$ cat src/design/ibff_pkg.sv
package ibff_pkg;

   localparam int MAX_SLOTS  = 256;
   localparam int ALIGN_LOG2 = 6;
   localparam int ALIGN_BYTES = 1 << ALIGN_LOG2;

   localparam int IDX_W   = $clog2(MAX_SLOTS);
   localparam int COUNT_W = $clog2(MAX_SLOTS + 1);
   localparam int SIZE_W  = 32;
   localparam int NEED_W  = SIZE_W + 1;
   localparam int ARENA_W = 40;
   localparam int STEP_W  = 16;
   localparam int REUSE_W = 9;

   localparam logic [ARENA_W-1:0] ARENA_MAX   = '1;
   localparam logic [ARENA_W-1:0] ALIGN_MASK  = ARENA_W'(ALIGN_BYTES - 1);
   localparam logic [ARENA_W-1:0] OFFSET_SAT  = ARENA_MAX & ~ALIGN_MASK;
   localparam logic [REUSE_W-1:0] REUSE_MAX   = '1;
   localparam logic [COUNT_W-1:0] SLOTS_LIMIT = COUNT_W'(MAX_SLOTS);

   typedef struct packed {
      logic [ARENA_W-1:0]       offset;
      logic [NEED_W-1:0]        size;
      logic signed [STEP_W-1:0] first;
      logic signed [STEP_W-1:0] last;
   } slot_type;

   function automatic logic [NEED_W-1:0] align_size(input logic [SIZE_W-1:0] size);
      logic [NEED_W-1:0] sum;
      sum = {1'b0, size} + NEED_W'(ALIGN_BYTES - 1);
      return sum & ~NEED_W'(ALIGN_BYTES - 1);
   endfunction

   function automatic logic [ARENA_W-1:0] align_peak(input logic [ARENA_W-1:0] peak);
      logic [ARENA_W:0] sum;
      sum = {1'b0, peak} + {1'b0, ALIGN_MASK};
      sum = sum & ~{1'b0, ALIGN_MASK};
      return sum[ARENA_W] ? OFFSET_SAT : sum[ARENA_W-1:0];
   endfunction

endpackage

$ cat src/design/ibff_fit_check.sv
module ibff_fit_check
   import ibff_pkg::*;
(
   input  slot_type                 slot,
   input  logic signed [STEP_W-1:0] req_first,
   input  logic signed [STEP_W-1:0] req_last,
   input  logic [NEED_W-1:0]        need,
   output logic                     hit
);

   logic disjoint;

   // intervals are disjoint when one ends before the other begins
   assign disjoint = (req_first > slot.last) || (req_last < slot.first);
   assign hit      = disjoint && (slot.size >= need);

endmodule

$ cat config.mk
export PLATFORM = sky130hd
export DESIGN_NAME = ibff_fit_check
export DESIGN_NICKNAME = d
export VERILOG_FILES = /design/src/design/ibff_pkg.sv /design/src/design/ibff_fit_check.sv
export SDC_FILE = /design/constraint.sdc
export NUM_CORES = 1
export LEC_CHECK = 0
export ABC_AREA = 1
export BUFFER_PORTS_ARGS = -buffer_cell sky130_fd_sc_hd__buf_2
export CORE_UTILIZATION = 42
export DETAILED_ROUTE_END_ITERATION = 12
export GPL_TIMING_DRIVEN = 0
export PLACE_DENSITY = 0.9
export SETUP_SLACK_MARGIN = 0.3
export SLEW_MARGIN = 20
export SYNTH_ARGS = -nofsm -noshare
export SYNTH_HDL_FRONTEND = slang
export SYNTH_SLANG_ARGS = --single-unit
$ cat constraint.sdc
create_clock -name vclk -period 6.4
set_input_delay 1.92 -clock vclk [all_inputs]
set_output_delay 1.92 -clock vclk [all_outputs]
set_load 0.1 [all_outputs]
# Word-level counts from Yosys, hierarchy flattened
# Index checks and enable logic that the tools add are counted.
[totals]
input_bits = 170
word_cells = 5
output_inout_bits = 1
romBits = 0
regBits = 0
ramBits = 0
mem_count = 0
latchBits = 0
[classes]
div = 0
bitwise = 0
mul = 0
n_eq_ne = 0
order_cmp = 3
shift = 0
n_addsub = 0
muxes = 0
n_reduce_logical = 2
[ops]
columns = ["cell", "count"]
rows = [
  ["greater-or-equal comparator 33 bit", 1],
  ["greater-than comparator 16 bit", 1],
  ["< comparator 16 bit", 1],
  ["logical AND 1 bit", 1],
  ["logical OR 1 bit", 1],
]

# Longest topological paths before layout
[logic_depth]
ltp_word = 3
ltp_mapped = 14
depth_no_buf = 14

# Worst setup path after synthesis
# OpenSTA, ideal clock, no wires.
[synth_timing]
kind = "input to output"
start = "in slot[31] (netlist bit)"
end = "out hit"
required_time_ps = 4480
arrival_ps = 3705
path_buffers = 0
cell_stages = 11
path_slack_ps = 775
cell_sequence = "inv_1 -> ha_1 -> nand2_1 -> inv_1 -> nand3_1 -> inv_1 -> a21oi_1 -> nand2_1 -> nand2_1 -> nand2_1 -> a21oi_2"
[synth_via]
elab_chain_len = 3
[synth_lines]
columns = ["item", "line", "rtl"]
rows = [
  ["start: declaration", "ibff_fit_check.sv:4", "input slot_type slot,"],
  ["< comparator 16 bit", "ibff_fit_check.sv:14", "assign disjoint = (req_first > slot.last) || (req_last < slot.first);"],
  ["logical OR 1 bit", "ibff_fit_check.sv:14", ""],
  ["logical AND 1 bit", "ibff_fit_check.sv:15", "assign hit = disjoint && (slot.size >= need);"],
  ["end: declaration", "ibff_fit_check.sv:8", "output logic hit"],
]
# No other way between the ends.

# Final worst setup path
[layout_timing]
start = "in need[30]"
end = "out hit"
[layout_via]
elab_chain_len = 2
[layout_lines]
columns = ["item", "line", "rtl"]
rows = [
  ["start: declaration", "ibff_fit_check.sv:7", "input logic [NEED_W-1:0] need,"],
  ["greater-or-equal comparator 33 bit", "ibff_fit_check.sv:15", ""],
  ["logical AND 1 bit", "ibff_fit_check.sv:15", ""],
]
# No other way between the ends.

==> metrics.md <==
| Metric | Value |
|---|---|
| Grt ovf | 0 |
| Cell internal pwr | around 73 uW |
| Final period utilization | between 80 and 90% |
| Pins Over Slew Limit | 0 |
| # clk buffers | 0 |
| Crit-path slowest cell | buf_2 |
| Clk pwr share | 0% |
| WHS | 4.548 ns |
| Crit path from | need[30] |
| Synth unique cells | 21 |
| Final setup TNS | 0 ns |
| Pre-CTS WS | 0.8574 ns |
| Sequential cell area | 0 um2 |
| DRC viols | 0 |
| Slew HR | about two thirds |
| Peak supply drop | approximately 0.000046 V |
| Core area | 4115 um2 |
| WP buf/inv | 3 |
| Leakage | ~1.8 nW |
| Synth Cell Area | approximately 1800 um2 |
| Critical path class | primary input to primary output |
| Die Span Y | approximately 68 um |
| Die Wd | about 68 um |
| Startpoint types | primary input |
| GRT Overall Usage | 17.98% |
| WP data required | between 4 and 5 ns |
| First-pass GRT wire length | around 6.8 mm |
| Hold Fails Final Rpt | 0 |
| Share of cells above drive strength 1 | 30.84% |
| Sequential fraction of the synthesis area | 0% |
| CP delay by family, top | simple AND/OR/NAND/NOR gates |
| DRT Pass-1 Iters | 4 |
| I/O pins | about 170 |
| Flop pwr share | 0% |
| Starting Density | around 45% |
| YS warnings | 0 |
| Syn_area_per_cell | a little under 6 um2 |
| FMAX | between 0.15 and 0.2 GHz |
| ANT cells | 0 |
| Setup Viol. Count Final | 0 |
| Vias/cell | approximately 4.7 |
| Initial antenna violation count | 0 |
| Area delta synth->final | 38.86% |
| Synthesized instance count | 310 |
| Hold Crit Start | req_last[15] |
| Area fraction of the dominant cell type after synthesis | between 40% and 50% |
| Wire length after detailed routing | 4.402 mm |
| Nets | 677 |
| CP max stage delay | about 0.43 ns |
| CP Capture Type | primary output |
| Initial drt markers | 18 |
| PnR worst setup slack | 0.8441 ns |
| Logic gate share of total power | 100.0% |
| Synth top area cells | ha_1 43%, inv_1 18%, nand2_1 15% |
| Number of buffers inserted by port buffering | between 100 and 150 |
| Total setup buffers inserted after CTS | 0 |
| Post-CTS Resized | 0 |
| Hold Crit Class | primary input to primary output |
| Final ANT Viol Nets | 0 |
| Total number of vias | about 2300 |
| Net Count, Synth | about 540 |
| Die area | 4669 um2 |
| Hold Buf Count CTS | 0 |
| Multi-input gate area | 1510 um2 |
| Clock period minus worst slack | approximately 5.6 ns |
| Vias in the first global route | slightly below 2000 |
| Status | finished, final reports clean |
| Crit path arrival time | between 3 and 4 ns |
| Cell Rows | 23 |
| Sequential cells | 0 |
| Largest area contributor in the netlist | ha_1 |
| Layout fillers | around 400 |
| Power Dens Cells | between 50 and 60 nW/um2 |
| Worst Path Max Fanout | 3 |
| Detailed placement HPWL | 4.267 mm |
| CP cell instances | buf_2 > inv_1 > ha_1 > nand2_1 > nor2_1 > and2_4 > nand2_2 > nor2_4 > a21oi_1 > nand2_1 > nor2_1 > a21oi_2 > buf_2 |
| Switching Fraction | between 50% and 60% |
| # Max-Cap Violations | 0 |
| Largest net degree at the start of global routing | 5 |
| P_sw | 79.60 uW |
| Gpl congestion | 0.7864 |
| Slew @ Worst Pin | around 0.49 ns |
| WL/cell | about 9.0 um |
| Unrepaired setup endpoints after global routing | false |
## worst paths after layout
path,endpoint,slack [ns],cells past startpoint
worst min-delay path,hit,4.55,6
worst max-delay path,hit,0.84,13
## cells in the final DEF (no fill, tap or decap), drive strengths merged
master  netlist  layout
o21bai        1       1
and2          1       1
nand3b        2       2
nand2        76      76
a21o          2       2
nor3          5       5
nand4         3       3
a21oi        27      27
nor3b         1       1
inv          90      90
buf           0     131
a211oi        1       1
o21a          2       2
o21ai         6       6
nand3        13      13
nor2         16      16
ha           64      64
## cell type report
| cell class | instances | area share (%) |
|---|---|---|
| Multi-Input combinational cell | 220 | 58.85 |
| Timing Repair Buffer | 131 | 25.55 |
| Inverter | 90 | 13.16 |
| Tap cell | 50 | 2.438 |
## metal layers
metal,vias to the layer above,GRT usage [%],part of all wire [%]
met5,-,0,0
met4,0,0,0
met3,0,1.333,6.1
met2,77,40.93,55
met1,976,17.58,39
li1,1238,-,-
## stage by stage
| step | instance area (um2) | util [%] | power, mW | cells |
|---|---|---|---|---|
| 2_1_floorplan | 1848 | - | 0.09348 | 310 |
| 3_3_place_gp | 2566 | 62.36 | 0.1472 | 491 |
| 3_5_place_dp | 2566 | 62.36 | 0.1539 | 491 |
| 4_1_cts | 2566 | 62.36 | 0.1550 | 491 |
| 5_1_grt | 2566 | 62.36 | 0.1788 | 491 |
| 6_report | 2566 | 62.36 | 0.1527 | 491 |
## kinds of logic (layout without fill, tap and decap cells)
| logic type | Yosys count | in the layout | synth area share (%) |
|---|---|---|---|
| AND/OR/NAND/NOR | 117 | 117 | 26.81 |
| buffers and inverters | 90 | 221 | 18.28 |
| adder cells (fa/ha/maj) | 64 | 64 | 43.33 |
| AO/OA/AOI/OAI | 39 | 39 | 11.58 |
## Yosys cell counts
library cell / number
inv_1: 89
a21o_1: 2
nand2_2: 1
and2_4: 1
nor3_1: 5
a21oi_2: 1
nand4_1: 3
nand3_1: 13
inv_2: 1
nor3b_1: 1
nand3b_1: 2
a211oi_1: 1
o21a_1: 2
o21ai_0: 4
o21bai_1: 1
nand2_1: 75
nor2_4: 1
nor2_1: 15
o21ai_1: 2
a21oi_1: 26
ha_1: 64
## power groups by stage
stage	Clock [mW]	Sequential [mW]	Combinational, mW
floorplan	0	0	0.0935
global placement	0	0	0.147
detailed placement	0	0	0.154
CTS	0	0	0.155
global route	0	0	0.179
finish	0	0	0.153
## worst min-delay path: cells and delay by family
kind	cells	cell delay [ns]
adder cells (fa/ha/maj)	1	0.17
buffers and inverters	2	0.36
AO/OA/AOI/OAI	1	0.05
AND/OR/NAND/NOR	2	0.12
No activity file was read; power rests on OpenSTA's default activity.
